===== config.mk =====
export PLATFORM = sky130hd
export DESIGN_NAME = pbt_ctrl
export DESIGN_NICKNAME = d
export VERILOG_FILES = /design/src/hw/rtl/pbt_pkg.sv /design/src/hw/rtl/pbt_ctrl.sv
export VERILOG_INCLUDE_DIRS = /design/src /design/src/hw/rtl
export SDC_FILE = /design/constraint.sdc
export NUM_CORES = 1
export LEC_CHECK = 0
export BUFFER_PORTS_ARGS = -buffer_cell sky130_fd_sc_hd__buf_2
export CAP_MARGIN = 25
export CORE_AREA = 4 4 41 43
export DETAILED_ROUTE_END_ITERATION = 8
export DIE_AREA = 0 0 45 47
export SLEW_MARGIN = 40
export SYNTH_ARGS = -nofsm -noshare
export SYNTH_HDL_FRONTEND = slang
export SYNTH_SLANG_ARGS = --single-unit

===== constraint.sdc =====
create_clock -name clk -period 4.41 [get_ports clk]
set_input_delay 0.2205 -clock clk [delete_from_list [all_inputs] [get_ports clk]]
set_output_delay 0.2205 -clock clk [all_outputs]
set_load 0.01 [all_outputs]

===== src/hw/rtl/piece_bitmap_tracker_assert.svh =====
// ----------------------------------------------------------------------------
// Piece bitmap tracker assertion macros
// Assertion helpers used by the tracker controller.
// ----------------------------------------------------------------------------
`ifndef PIECE_BITMAP_TRACKER_ASSERT_SVH
`define PIECE_BITMAP_TRACKER_ASSERT_SVH
`ifndef NO_ASSERTIONS
`define PBT_ASSERT(label, clk, rst, prop, msg) \
  label: assert property (@(posedge clk) disable iff (rst) prop) else $error(msg);
`define PBT_ASSERT_ALWAYS(label, clk, prop, msg) \
  label: assert property (@(posedge clk) prop) else $error(msg);
`else
`define PBT_ASSERT(label, clk, rst, prop, msg)
`define PBT_ASSERT_ALWAYS(label, clk, prop, msg)
`endif
`endif


===== src/hw/rtl/pbt_pkg.sv =====
// ----------------------------------------------------------------------------
// Piece bitmap tracker package
// Types, constants and command codes shared by the tracker modules.
// ----------------------------------------------------------------------------
package pbt_pkg;

  // The piece size must be a power of two; piece numbers are taken by shifting.
  localparam int unsigned PIECE_SIZE_DEF     = 1024;
  localparam int unsigned MAX_PIECES_DEF     = 65536;
  localparam int unsigned MAX_RUN_PIECES_DEF = 2048;

  localparam int unsigned SIZE_W   = 27;
  localparam int unsigned OFFSET_W = 26;
  localparam int unsigned LENGTH_W = 22;
  localparam int unsigned COUNT_W  = 17;
  localparam logic [SIZE_W-1:0] FILE_SIZE_RESET = 27'd67108864;

  typedef enum logic [2:0] {
    CMD_MARK_RECEIVED = 3'd0,
    CMD_MARK_MISSING  = 3'd1,
    CMD_QUERY         = 3'd2,
    CMD_FIND          = 3'd3,
    CMD_CLEAR         = 3'd4
  } cmd_e;

  typedef struct packed {
    logic [2:0]          cmd;
    logic [OFFSET_W-1:0] offset;
  } in_item_t;

  typedef struct packed {
    logic                status;
    logic                piece_received;
    logic                range_found;
    logic [OFFSET_W-1:0] range_offset;
    logic [LENGTH_W-1:0] range_length;
    logic [COUNT_W-1:0]  received_count;
    logic                all_received;
  } out_item_t;

  typedef enum logic [3:0] {
    ST_CLEAR,    // sweep zeros through the bitmap memory
    ST_IDLE,
    ST_RMW,      // read data of a mark/query arrives
    ST_SKIP,     // search: walk past received pieces
    ST_RUN,      // search: count missing pieces
    ST_DONE,     // result formed, waiting for the output transfer
    ST_READ_W,   // wait for a new word read
    ST_WIPE      // clear command: sweep zeros, then report
  } state_e;

  // Controller to datapath.
  typedef struct packed {
    logic start;      // latch input item, issue first read
    logic clear_step; // write zero to the sweep address
    logic rmw;        // apply mark or query to the read word
    logic scan;       // evaluate one piece of the search
    logic finish;     // build the result
    logic clear_cnt;  // zero the count and sweep address
    logic load_size;  // take a new file size
  } dp_cmd_t;

  // Datapath to controller.
  typedef struct packed {
    logic clear_last;
    logic err;         // offset out of range
    logic is_find;
    logic is_clear;    // clear command
    logic scan_done;   // search is finished
    logic scan_next;   // search needs the next word
    logic to_run;      // skip phase found a missing piece
  } dp_stat_t;

endpackage


===== src/hw/rtl/pbt_ctrl.sv =====
// ----------------------------------------------------------------------------
// Piece bitmap tracker controller
// Sequences clearing sweeps, read-modify-write and range search.
// ----------------------------------------------------------------------------
`include "piece_bitmap_tracker_assert.svh"
module pbt_ctrl
  import pbt_pkg::*;
(
  input  logic     clk,
  input  logic     rst,
  input  logic     in_valid,
  output logic     in_ready,
  output logic     out_valid,
  input  logic     out_ready,
  input  logic     cfg_valid,
  output logic     cfg_ready,
  input  dp_stat_t stat,
  output dp_cmd_t  cmd
);

  state_e state, state_next;
  logic   in_run;   // we are inside the search: skip or run phase

  always_ff @(posedge clk) begin
    if (rst) begin
      state  <= ST_CLEAR;
      in_run <= 1'b0;
    end else begin
      state <= state_next;
      if (state == ST_IDLE) begin
        in_run <= 1'b0;
      end else if (state == ST_SKIP && stat.to_run) begin
        in_run <= 1'b1;
      end
    end
  end

  always_comb begin
    state_next = state;
    case (state)
      ST_CLEAR: if (stat.clear_last) state_next = ST_IDLE;
      ST_IDLE: begin
        if (cfg_valid) begin
          state_next = ST_CLEAR;
        end else if (in_valid) begin
          state_next = ST_RMW;
        end
      end
      ST_RMW: begin
        if (stat.err) begin
          state_next = ST_DONE;
        end else if (stat.is_find) begin
          state_next = ST_SKIP;
        end else if (stat.is_clear) begin
          state_next = ST_WIPE;
        end else begin
          state_next = ST_DONE;
        end
      end
      ST_SKIP, ST_RUN: begin
        if (stat.scan_done) begin
          state_next = ST_DONE;
        end else if (stat.scan_next) begin
          state_next = ST_READ_W;
        end else if (stat.to_run) begin
          state_next = ST_RUN;
        end
      end
      ST_READ_W: state_next = in_run ? ST_RUN : ST_SKIP;
      ST_WIPE: if (stat.clear_last) state_next = ST_DONE;
      ST_DONE: if (out_ready) state_next = ST_IDLE;
      default: state_next = ST_CLEAR;
    endcase
  end

  always_comb begin
    cmd       = '0;
    in_ready  = 1'b0;
    out_valid = 1'b0;
    cfg_ready = 1'b0;
    case (state)
      ST_CLEAR, ST_WIPE: begin
        cmd.clear_step = 1'b1;
      end
      ST_IDLE: begin
        cfg_ready     = 1'b1;
        in_ready      = !cfg_valid;
        cmd.start     = in_valid && !cfg_valid;
        cmd.clear_cnt = cfg_valid;
        cmd.load_size = cfg_valid;
      end
      ST_RMW: begin
        cmd.rmw    = 1'b1;
        cmd.finish = !stat.is_find || stat.err;
      end
      ST_SKIP, ST_RUN: begin
        cmd.scan   = 1'b1;
        cmd.finish = stat.scan_done;
      end
      ST_DONE: out_valid = 1'b1;
      default: cmd = '0;
    endcase
  end

  `PBT_ASSERT(a_no_in_while_busy, clk, rst, (state != ST_IDLE) |-> !in_ready, "in_ready outside idle")
  `PBT_ASSERT(a_done_holds, clk, rst, (out_valid && !out_ready && !cfg_valid) |=> out_valid, "result dropped")
  `PBT_ASSERT(a_excl, clk, rst, !(in_ready && out_valid), "input and output ready together")
  `PBT_ASSERT(a_cfg_idle, clk, rst, cfg_ready |-> (state == ST_IDLE), "config taken while busy")

endmodule


# --- Yosys cells after proc, flatten, opt, wreduce, memory -nomap -nowiden ---
# Cells that the tools add are included.
classes:
  eq_ne: 12
  n_mux: 22
  n_reduce_logical: 10
ops:
  columns: ["cell", "n"]
  rows:
  - ["$mux 4", 8]
  - ["$pmux 4 s7", 1]
  - ["$eq 4x3->1 const B", 4]
  - ["$mux 3", 3]
  - ["$eq 4x2->1 const B", 2]
  - ["$mux 1", 7]
  - ["$ne 2x2->1 const B", 3]
  - ["$reduce_or 2->1", 3]
  - ["$reduce_and 5->1", 1]
  - ["$eq 4x1->1 const B", 1]
  - ["$logic_not 4->1", 1]
  - ["$mux 2", 2]
  - ["$ne 4x4->1 const B", 1]
  - ["$ne 3x3->1 const B", 1]
  - ["$logic_and 1x1->1", 2]
  - ["$logic_not 1->1", 2]
  - ["$pmux 1 s2", 1]
  - ["$logic_or 1x1->1", 1]
totals:
  register_bits: 5
  in_bits: 12
  word_cells: 46

# --- Depth between registers and ports, before layout ---
# Gate-level depths: netlist of the first run.
depth:
  ltp_word: 4
  ltp_mapped: 5
  mapped_depth_nobuf: 4

# --- Worst setup path before layout of the first run ---
# OpenSTA, ideal clock, no wires.
synth_timing:
  kind: "reg-to-reg"
  start: "register state[2]"
  end: "register state[0]"
  setup_time_ps: 88
  arrival_ps: 1610
  slack_ps: 2712
  path_stages_with_launch: 5
  n_path_buf: 0
  period_less_slack_ps: 1698
  path_cell_list: "dfxtp_1 -> or3b_1 -> a2111o_1 -> and2_4 -> a311oi_2"
synth_between:
  elab_chain_len: 4
  word_cells_on_any_way: 16
  classes_between: "eq/ne: 12; mux: 1; reduce/logical: 3"
synth_lines:
  columns: ["element", "line_no", "rtl"]
  rows:
  - ["start: declaration", "pbt_ctrl.sv:21", "state_e state, state_next;"]
  - ["start signal: assignment", "pbt_ctrl.sv:29", "state <= state_next;"]
  - ["$eq 4x2->1 / $eq 4x3->1 (equally long branches)", "pbt_ctrl.sv:40", "case (state)"]
  - ["$reduce_or 2->1", "pbt_ctrl.sv:40", null]
  - ["$ne 4x4->1 (no source line)", null, null]
  - ["$reduce_and 5->1 (no source line)", null, null]
# Parallel ways exist; a longest one is shown, timed or not.
# A chain may end at the register's enable or synchronous reset.

# --- Worst setup path after layout of the first run ---
# Same ends and word-level chain as after synthesis.

==> results of run 1 <==
[kinds of logic after synthesis]
logic type / Yosys count / share of synthesized area, %
buf+inv: 5 / 5.825
flops: 4 / 20.71
simple gates: 25 / 38.19
compound gates: 18 / 35.28
[routing by layer]
layer	up-vias	part of all wire [%]
met4	0	1.0
met3	3	12
met5	-	0
met2	33	42
met1	194	44
li1	241	-
[cells in the final DEF, fill, tap and decap left out, types with 2 or more instances in the layout]
| cell type | instances |
|---|---|
| sky130_fd_sc_hd__buf_2 | 21 |
| sky130_fd_sc_hd__nand2b_1 | 5 |
| sky130_fd_sc_hd__a21oi_1 | 4 |
| sky130_fd_sc_hd__dfxtp_1 | 4 |
| sky130_fd_sc_hd__nor2_1 | 3 |
| sky130_fd_sc_hd__nor3_1 | 3 |
| sky130_fd_sc_hd__clkbuf_4 | 3 |
| sky130_fd_sc_hd__nand3b_1 | 2 |
| sky130_fd_sc_hd__nand2_1 | 2 |
| sky130_fd_sc_hd__and3_1 | 2 |
| sky130_fd_sc_hd__a31oi_1 | 2 |
| sky130_fd_sc_hd__a211oi_1 | 2 |
[layout make-up]
cell class | count | area share [%]
Multi-Input combinational cell | 43 | 55.23
Timing Repair Buffer | 21 | 20.44
Sequential cell | 4 | 15.57
Clock buffer | 3 | 4.380
Tap cell | 15 | 3.650
Inverter | 1 | 0.7299
[final timing paths]
path                                 end  slack (ps)  depth (start not counted)
worst max-delay path            state[0]        2380                          4
worst min-delay path            state[0]         190                          2
worst max register to register  state[0]        2380                          4
worst min register to register    in_run         560                          2
[sequential cells by signal, indices dropped and copies added (netlist names)]
signal and count:
state 3, in_run 1
[metrics by stage]
stage	power, mW	area [µm²]	std cells	util (%)	setup WS, ps
floorplan	0.1493	386.6	52	-	2712
global placement	0.1869	491.7	84	37.79	2455
detailed placement	0.1854	491.7	84	37.79	2397
CTS	0.2334	514.2	87	39.52	2390
global route	0.2529	514.2	87	39.52	2263
finish	0.2316	514.2	87	39.52	2384
[cells in the mapped netlist (2+ instances only)]
cell and n:
sky130_fd_sc_hd__dfxtp_1 4, sky130_fd_sc_hd__a211oi_1 2, sky130_fd_sc_hd__and3_1 2, sky130_fd_sc_hd__a31oi_1 2, sky130_fd_sc_hd__nand2_1 2, sky130_fd_sc_hd__nor3_1 3
sky130_fd_sc_hd__a21oi_1 4, sky130_fd_sc_hd__nand2b_1 5, sky130_fd_sc_hd__clkbuf_1 3, sky130_fd_sc_hd__nor2_1 3, sky130_fd_sc_hd__nand3b_1 2
[critical path: stages (launching register included)]
cell and delay [ps]:
sky130_fd_sc_hd__dfxtp_1 600, sky130_fd_sc_hd__or3b_1 430, sky130_fd_sc_hd__a2111o_1 480, sky130_fd_sc_hd__and2_4 190, sky130_fd_sc_hd__a311oi_2 230
[power breakdown]
group	switching (mW)	internal, mW	leakage (nW)	total, mW
Clock	0.0156	0.0305	0.0138	0.0461
Sequential	0.0228	0.0452	0.0329	0.0680
Combinational	0.0607	0.0569	0.192	0.118
Total	0.0990	0.133	0.238	0.232
==> flow_summary.json, run 1 <==
{
  "outcome": "completed",
  "initial_utilization_pct": 29.71,
  "floorplan.rows": 13,
  "design.die.area_um2": 2115,
  "power.density_nw_per_um2": 450.3,
  "finalMaxSlewViolations": 0,
  "chipWidth_um": 45,
  "worstPathArrival_ps": 2170,
  "netlist-cell-type-count": 31,
  "routabilityCongestion": 0.7994,
  "worst_ir_drop_vdd_v": 0.0001522,
  "numCtsBuffers": 3,
  "grt.met3_usage_pct": 4.981,
  "unrepaired_setup_endpoints_after_global_routing": "no",
  "post_drt_wl_per_cell_um": 12.56,
  "syn-mean-instance-area_um2": 7.435,
  "port_buffers": 21,
  "ioPinCount": 22,
  "core_um2": 1301,
  "critical_path.startpoint": "state[2]",
  "crit_path_start_kind": "flop",
  "pin_count_of_the_biggest_net_entering_global_routing": 18,
  "n_antenna_cell": 0,
  "clock_skew_ps": 0.1090,
  "final_hold_viol_count": 0,
  "fillers": 161,
  "postRouteAntennaNets": 0,
  "synth_top_area_share_pct": 20.71,
  "route.detailed.vias_per_inst": 5.414,
  "max_slew.worst_pin.slew_ps": 433.3,
  "critPathRequiredTime_ps": 4560,
  "hold_slack_ps": 192.9,
  "finalCriticalPeriod_ps": 2026,
  "area_contributors_post_synth": "sky130_fd_sc_hd__dfxtp_1 21%, sky130_fd_sc_hd__nand2b_1 8.1%, sky130_fd_sc_hd__a21oi_1 5.2%, sky130_fd_sc_hd__nor3_1 3.9%, sky130_fd_sc_hd__a211oi_1 3.9%",
  "syn2layout_area_growth_pct": 33.01,
  "detail_route.drc_violations": 0,
  "netlist_area_um2": 386.6,
  "die_y_um": 47,
  "grt_overflow": 0,
  "post_cts_resize_count": 0,
  "ff_to_ff_start": "state[2]",
  "totalNegativeSetupSlack_ps": 0,
  "global_route.usage.total_pct": 11.85,
  "max_h_tree_level": 1,
  "worst_skew_pair.late_latency_ps": 240,
  "final_nets": 86,
  "fmaxAchievable_mhz": 493.6,
  "yosys_register_bits": 4,
  "report.final.setup_viol": 0,
  "max_cap_viol_count": 0,
  "asyncSetResetFlopFracSynth_pct": 0,
  "number_of_enable_type_register_cells_in_the_synthesized_netlist": 0,
  "cp_max_fo": 17,
  "power.static_leakage_nw": 0.2383,
  "synthesis.instances": 52,
  "grt_util_met2_pct": 15.82,
  "synth.largest_area_cell": "sky130_fd_sc_hd__dfxtp_1",
  "timing.setup.critical_path_class": "flop to flop",
  "postSynthNetCount": 64,
  "clk_root_buffer_cell": "sky130_fd_sc_hd__clkbuf_4",
  "wirelength_mm": 1.093,
  "first_pass_iters": 4,
  "sequential_cell_area_um2": 80.08,
  "grt_pass1_wl_mm": 1.807,
  "top_usage_layer": "met2",
  "final_hpwl_from_detailed_placement_um": 849.1,
  "yosys_warnings": 0,
  "synth_sequential_area_ratio_pct": 20.71,
  "worst_hold_startpoint": "rst",
  "slew-limit-headroom_pct": 70.36,
  "cts_num_sinks": 4,
  "crit_path_end_kind": "flop",
  "groute.layer.met1.usage_pct": 15.68,
  "post_cts_hold_buffer_count": 0,
  "cts_tree": "done",
  "min_path_type": "input pin to flop",
  "path_clk_slew_ps": 40,
  "finalCritPeriodShare_pct": 45.94,
  "detailroute.via_count": 471,
  "postCtsSetupBuffers": 0,
  "max-clock-path-buffers": 2,
  "drive_above_1_share_pct": 37.50,
  "yosys_most_used_dff": "sky130_fd_sc_hd__dfxtp_1",
  "dr.first_iter.drc_count": 13,
  "antenna_found_initial": 0,
  "grt_pass1_vias": 420,
  "multi_input_gate_area_um2": 284.0
}
Power figures use the tool's default switching activity.
==> inputs of run 2 (changes only) <==
--- a/config.mk
+++ b/config.mk
@@ -6,6 +6,7 @@
 export SDC_FILE = /design/constraint.sdc
 export NUM_CORES = 1
 export LEC_CHECK = 0
+export ABC_AREA = 1
 export BUFFER_PORTS_ARGS = -buffer_cell sky130_fd_sc_hd__buf_2
 export CAP_MARGIN = 25
 export CORE_AREA = 4 4 41 43
==> constraint.sdc (replaced) <==
create_clock -name clk -period 2.03 [get_ports clk]
set_input_delay 0.1015 -clock clk [delete_from_list [all_inputs] [get_ports clk]]
set_output_delay 0.1015 -clock clk [all_outputs]
set_load 0.01 [all_outputs]
==> run 2 against run 1 <==
- combinational power increased to 4.1 times the previous value
- critical endpoint is now cmd[0]
- register-to-register slack got worse by 1800 ps
- global-route usage increased by 2.0 points
- clock skew increased by 1.6 ps
==> flow_summary.json, run 2 <==
{
  "outcome": "completed",
  "first_pass_iters": 4,
  "layout_common_cells": "21 x sky130_fd_sc_hd__buf_2, 17 x sky130_fd_sc_hd__nand2_1, 15 x sky130_fd_sc_hd__nor2_1",
  "finalCritPeriodShare_pct": 78.09,
  "fillers": 160,
  "synthXorXnorAreaFrac_pct": 0,
  "crit_path_start_kind": "flop",
  "grt_pass1_vias": 508,
  "cpLargestDelayFamily": "flip-flops",
  "worstPathCellList": "nand2_1, nor2_4, inv_1, nor2_1, buf_2",
  "routabilityCongestion": 0.7596,
  "initial_utilization_pct": 37.12,
  "synthesis.instances": 77,
  "worst_ir_drop_vdd_v": 0.0005265,
  "clock_skew_ps": 1.758,
  "post_synth_fa_ha_maj_area_fraction_pct": 0,
  "post_drt_wl_per_cell_um": 10.33,
  "r2r_cells": 7,
  "placedInstanceArea_um2": 565.5,
  "grt_pass1_wl_mm": 2.145,
  "wirelength_mm": 1.157,
  "final_common_cell": "sky130_fd_sc_hd__buf_2",
  "post_cts_resize_count": 0,
  "syn2layout_area_growth_pct": 21.76,
  "netlist-cell-type-count": 22,
  "path_clk_slew_ps": 40,
  "design.die.area_um2": 2115,
  "asyncSetResetFlopFracSynth_pct": 0,
  "largest_register": "state",
  "ioPinCount": 22,
  "grt_overflow": 0,
  "largest_register_ff_count": 3,
  "synth_sequential_area_ratio_pct": 16.58,
  "max_cap_viol_count": 0,
  "finalCriticalPeriod_ps": 1585,
  "syn-mean-instance-area_um2": 6.272,
  "floorplan.rows": 13,
  "fmaxAchievable_mhz": 630.8,
  "postSynthNetCount": 89,
  "worst_skew_pair.late_latency_ps": 230,
  "cts_num_sinks": 4,
  "max-clock-path-buffers": 2,
  "totalNegativeSetupSlack_ps": 0,
  "yosys.area_share.simple_pct": 54.92,
  "port_buffers": 21,
  "yosys_most_used_dff": "sky130_fd_sc_hd__dfxtp_1",
  "min_path_type": "input pin to flop",
  "post_synth_mux_area_share_pct": 0,
  "reg2reg_to": "state[0]",
  "final_hpwl_from_detailed_placement_um": 979.2,
  "synth_commonest_cells": "17 x sky130_fd_sc_hd__nand2_1, 15 x sky130_fd_sc_hd__nor2_1, 9 x sky130_fd_sc_hd__inv_1, 7 x sky130_fd_sc_hd__nand4_1, 4 x sky130_fd_sc_hd__dfxtp_1",
  "post_cts_hold_buffer_count": 0,
  "unrepaired_setup_endpoints_after_global_routing": "no",
  "timing.setup.critical_path_class": "flop to primary output",
  "critical_path.startpoint": "state[0]",
  "number_of_enable_type_register_cells_in_the_synthesized_netlist": 0,
  "yosys_register_bits": 4,
  "n_antenna_cell": 0,
  "max_h_tree_level": 1,
  "max_slew.worst_pin.slew_ps": 600.2,
  "route.detailed.vias_per_inst": 4.759,
  "worstPathArrival_ps": 1480,
  "power.density_nw_per_um2": 1335,
  "pin_count_of_the_biggest_net_entering_global_routing": 11,
  "design_area_um2": 588.1,
  "yosys_warnings": 0,
  "drive_above_1_share_pct": 37.11,
  "top_regs": "state: 3 flops, in_run: 1 flops",
  "endpoint": "cmd[0]",
  "die_y_um": 47,
  "finalMaxSlewViolations": 0,
  "hold_slack_ps": 50.93,
  "cp_max_fo": 9,
  "synth.largest_area_cell": "sky130_fd_sc_hd__dfxtp_1",
  "power.static_leakage_nw": 0.3331,
  "yosys.cell_count.top_type": "sky130_fd_sc_hd__nand2_1",
  "dr.first_iter.drc_count": 6,
  "report.final.setup_viol": 0,
  "final_nets": 111,
  "core_um2": 1301,
  "detailedPlace.worstSlack_ps": 551.0,
  "postRouteAntennaNets": 0,
  "netlist_area_um2": 483.0,
  "slowest_stage": "sky130_fd_sc_hd__dfxtp_1",
  "postCtsSetupBuffers": 0,
  "cp.depth": 5,
  "crit_path_end_kind": "primary output",
  "cts_tree": "done",
  "synth_top_area_share_pct": 16.58,
  "area_contributors_post_synth": "sky130_fd_sc_hd__dfxtp_1 17%, sky130_fd_sc_hd__nand2_1 13%, sky130_fd_sc_hd__nor2_1 12%, sky130_fd_sc_hd__nand4_1 9.1%, sky130_fd_sc_hd__inv_1 7.0%",
  "chipWidth_um": 45,
  "antenna_found_initial": 0,
  "setup_slack_ps": 444.7,
  "slew-limit-headroom_pct": 59.93,
  "clk_root_buffer_cell": "sky130_fd_sc_hd__clkbuf_4",
  "detail_route.drc_violations": 0,
  "synth-compound-area-share_pct": 9.585,
  "global_route.usage.total_pct": 13.83,
  "final_hold_viol_count": 0,
  "detailroute.via_count": 533,
  "critPathRequiredTime_ps": 1930,
  "timing.critical_path.buf_inv": 2,
  "register_to_register_setup_slack_ps": 560,
  "numCtsBuffers": 3,
  "ff_to_ff_start": "state[2]",
  "dominant_combinational_cell_family_by_area_after_synthesis": "simple AND/OR/NAND/NOR gates",
  "cp_slowest_stage_delay_ps": 610
}
[run 2: worst min path at each step]
stage | startpoint | to | slack [ps] | depth (start not counted)
finish | rst | in_run | 50 | 2
global placement | rst | in_run | 300 | 2
global route | rst | in_run | 50 | 2
detailed placement | rst | in_run | 290 | 2
floorplan | rst | in_run | 180 | 1
CTS | rst | in_run | 40 | 2
[run 2: cell type report]
type | instances | area (µm²) | area share [%]
inverters | 12 | 50.05 | 8.511
repair buffers | 21 | 105.1 | 17.87
multi-input cells | 57 | 311.5 | 52.98
well taps | 15 | 18.77 | 3.191
clock buffers | 3 | 22.52 | 3.830
flip-flops and latches | 4 | 80.08 | 13.62
[run 2: cell families (layout without fill, tap and decap cells)]
family,after synthesis,after routing
AND/OR/NAND/NOR,51,51
buffers and inverters,16,36
flip-flops,4,4
AO/OA/AOI/OAI,6,6
[run 2: through the flow]
step | std cells | power [mW] | utilization, %
6_report | 112 | 0.7850 | 45.19
5_1_grt | 112 | 0.8868 | 45.19
4_1_cts | 112 | 0.7996 | 45.19
3_5_place_dp | 109 | 0.6947 | 43.46
3_3_place_gp | 109 | 0.6974 | 43.46
2_1_floorplan | 77 | 0.6110 | -
[run 2: where the power goes]
group | total (mW) | leakage, nW | internal [mW] | switching (mW)
Sequential | 0.210 | 0.0329 | 0.107 | 0.104
Clock | 0.0966 | 0.0138 | 0.0660 | 0.0306
Combinational | 0.478 | 0.286 | 0.191 | 0.287
Total | 0.785 | 0.333 | 0.364 | 0.421
[run 2: layer usage]
metal  part of all wire (%)  vias to the layer above  track usage (%)
met4                      0                        0                0
met1                     46                      227            18.22
li1                       -                      287                -
met3                    8.7                        0            7.663
met5                      0                        -                0
met2                     45                       19            21.19
==> inputs of run 3 (changes only) <==
==> constraint.sdc (replaced) <==
create_clock -name clk -period 1.65 [get_ports clk]
set_input_delay 0.0825 -clock clk [delete_from_list [all_inputs] [get_ports clk]]
set_output_delay 0.0825 -clock clk [all_outputs]
set_load 0.01 [all_outputs]
==> run 3 against run 2 <==
- final cell count is 2.7% higher
- via count rose by 8.8%
- flip-flop and latch count unchanged
- clock skew rose by 1.9 ps
- worst setup slack got worse by 270 ps
- clock power grew 25%
- critical endpoint is now cmd[2]
- routed wire length increased by 3.5%
- total power grew 30%
- register-to-register slack got worse by 210 ps
- global-route usage fell by 0.63 points
- first-iteration DRC count grew 120%
==> flow_summary.json, run 3 (same netlist as run 2, synthesis figures left out) <==
{
  "outcome": "completed",
  "floorplan.rows": 13,
  "totalNegativeSetupSlack_ps": 0,
  "post_drt_wl_per_cell_um": 10.41,
  "groute.layer.met1.usage_pct": 16.63,
  "cp_max_fo": 7,
  "cpLargestDelayFamily": "flip-flops",
  "detail_route.drc_violations": 0,
  "chipWidth_um": 45,
  "ioPinCount": 22,
  "postCtsSetupBuffers": 0,
  "setup_slack_ps": 179.1,
  "cts_num_sinks": 4,
  "multi_input_gate_area_um2": 311.5,
  "finalCritPeriodShare_pct": 89.14,
  "initial_utilization_pct": 37.12,
  "design_area_um2": 610.6,
  "final_hold_viol_count": 0,
  "postRouteAntennaNets": 0,
  "final_nets": 114,
  "max-clock-path-buffers": 2,
  "numCtsBuffers": 3,
  "detailedPlace.worstSlack_ps": 357.3,
  "clock_skew_ps": 3.695,
  "top_usage_layer": "met2",
  "final_common_cell": "sky130_fd_sc_hd__buf_2",
  "drive_above_1_share_pct": 39.00,
  "port_buffers": 21,
  "top_regs": "state: 3 flops, in_run: 1 flops",
  "sequential_cell_area_um2": 80.08,
  "die_y_um": 47,
  "critPathRequiredTime_ps": 1570,
  "path_clk_slew_ps": 40,
  "cp_slowest_stage_delay_ps": 560,
  "worstPathCellList": "inv_4, nor3_4, o21ai_0, nand2_1, buf_2",
  "n_antenna_cell": 0,
  "timing.critical_path.buf_inv": 2,
  "post_cts_resize_count": 0,
  "slowest_stage": "sky130_fd_sc_hd__dfxtp_1",
  "antenna_found_initial": 0,
  "timing.setup.critical_path_class": "flop to primary output",
  "grt_pass1_vias": 523,
  "dr.first_iter.drc_count": 13,
  "worstPathArrival_ps": 1390,
  "wirelength_mm": 1.197,
  "grt.met3_usage_pct": 3.831,
  "layout_common_cells": "21 x sky130_fd_sc_hd__buf_2, 17 x sky130_fd_sc_hd__nand2_1, 15 x sky130_fd_sc_hd__nor2_1",
  "report.final.setup_viol": 0,
  "fmaxAchievable_mhz": 679.9,
  "clk_root_buffer_cell": "sky130_fd_sc_hd__clkbuf_4",
  "fillers": 152,
  "placedInstanceArea_um2": 588.1,
  "finalMaxSlewViolations": 0,
  "routabilityCongestion": 0.8402,
  "finalCriticalPeriod_ps": 1471,
  "core_um2": 1301,
  "largest_register_ff_count": 3,
  "first_pass_iters": 4,
  "worst_ir_drop_vdd_v": 0.0005750,
  "max_slew.worst_pin.slew_ps": 403.8,
  "final_hpwl_from_detailed_placement_um": 981.8,
  "slew-limit-headroom_pct": 73.05,
  "max_h_tree_level": 1,
  "power.density_nw_per_um2": 1675,
  "route.detailed.vias_per_inst": 5.043,
  "detailroute.via_count": 580,
  "global_route.usage.total_pct": 13.20,
  "grt_util_met2_pct": 21.19,
  "crit_path_end_kind": "primary output",
  "cts_tree": "done",
  "design.die.area_um2": 2115,
  "grt_pass1_wl_mm": 2.083,
  "power.static_leakage_nw": 0.3486,
  "syn2layout_area_growth_pct": 26.43,
  "max_cap_viol_count": 0,
  "grt_overflow": 0,
  "hold_slack_ps": 24.29,
  "pin_count_of_the_biggest_net_entering_global_routing": 11,
  "min_path_type": "input pin to flop",
  "largest_register": "state",
  "crit_path_start_kind": "flop",
  "unrepaired_setup_endpoints_after_global_routing": "no",
  "power.total_mw": 1.023,
  "post_cts_hold_buffer_count": 0,
  "worst_skew_pair.late_latency_ps": 240
}
[run 3: changes by cell type in the layout (fill, tap and decap cells not counted)]
cell,delta
sky130_fd_sc_hd__buf_4,+3
[run 3: final cells by class]
class	count	area share, %
Multi-Input combinational cell	57	51.02
Inverter	12	8.197
Timing Repair Buffer	24	20.90
Tap cell	15	3.074
Sequential cell	4	13.11
Clock buffer	3	3.689
[run 3: path summary, 6_finish.rpt]
check | startpoint | to | slack [ps] | cells after the start
setup / recovery | state[1] | cmd[2] | 180 | 5
hold / removal | rst | in_run | 20 | 2
setup reg to reg | state[1] | state[0] | 350 | 7
hold reg to reg | in_run | in_run | 540 | 2
[run 3: where the power goes]
| group | leakage (nW) | switching (mW) | internal, mW |
|---|---|---|---|
| logic | 0.302 | 0.453 | 0.273 |
| registers | 0.0329 | 0.0455 | 0.131 |
| clock network | 0.0138 | 0.0397 | 0.0813 |
[run 3: through the flow]
step / utilization [%] / instances
2_1_floorplan: - / 77
3_3_place_gp: 45.19 / 112
3_5_place_dp: 45.19 / 112
4_1_cts: 46.92 / 115
5_1_grt: 46.92 / 115
6_report: 46.92 / 115
[run 3: layer usage]
layer	up-vias	part of all wire, %	wire, µm
met4	0	0.92	11
li1	295	-	-
met1	263	44	531
met2	20	48	576
met5	-	0	0
met3	2	6.5	78
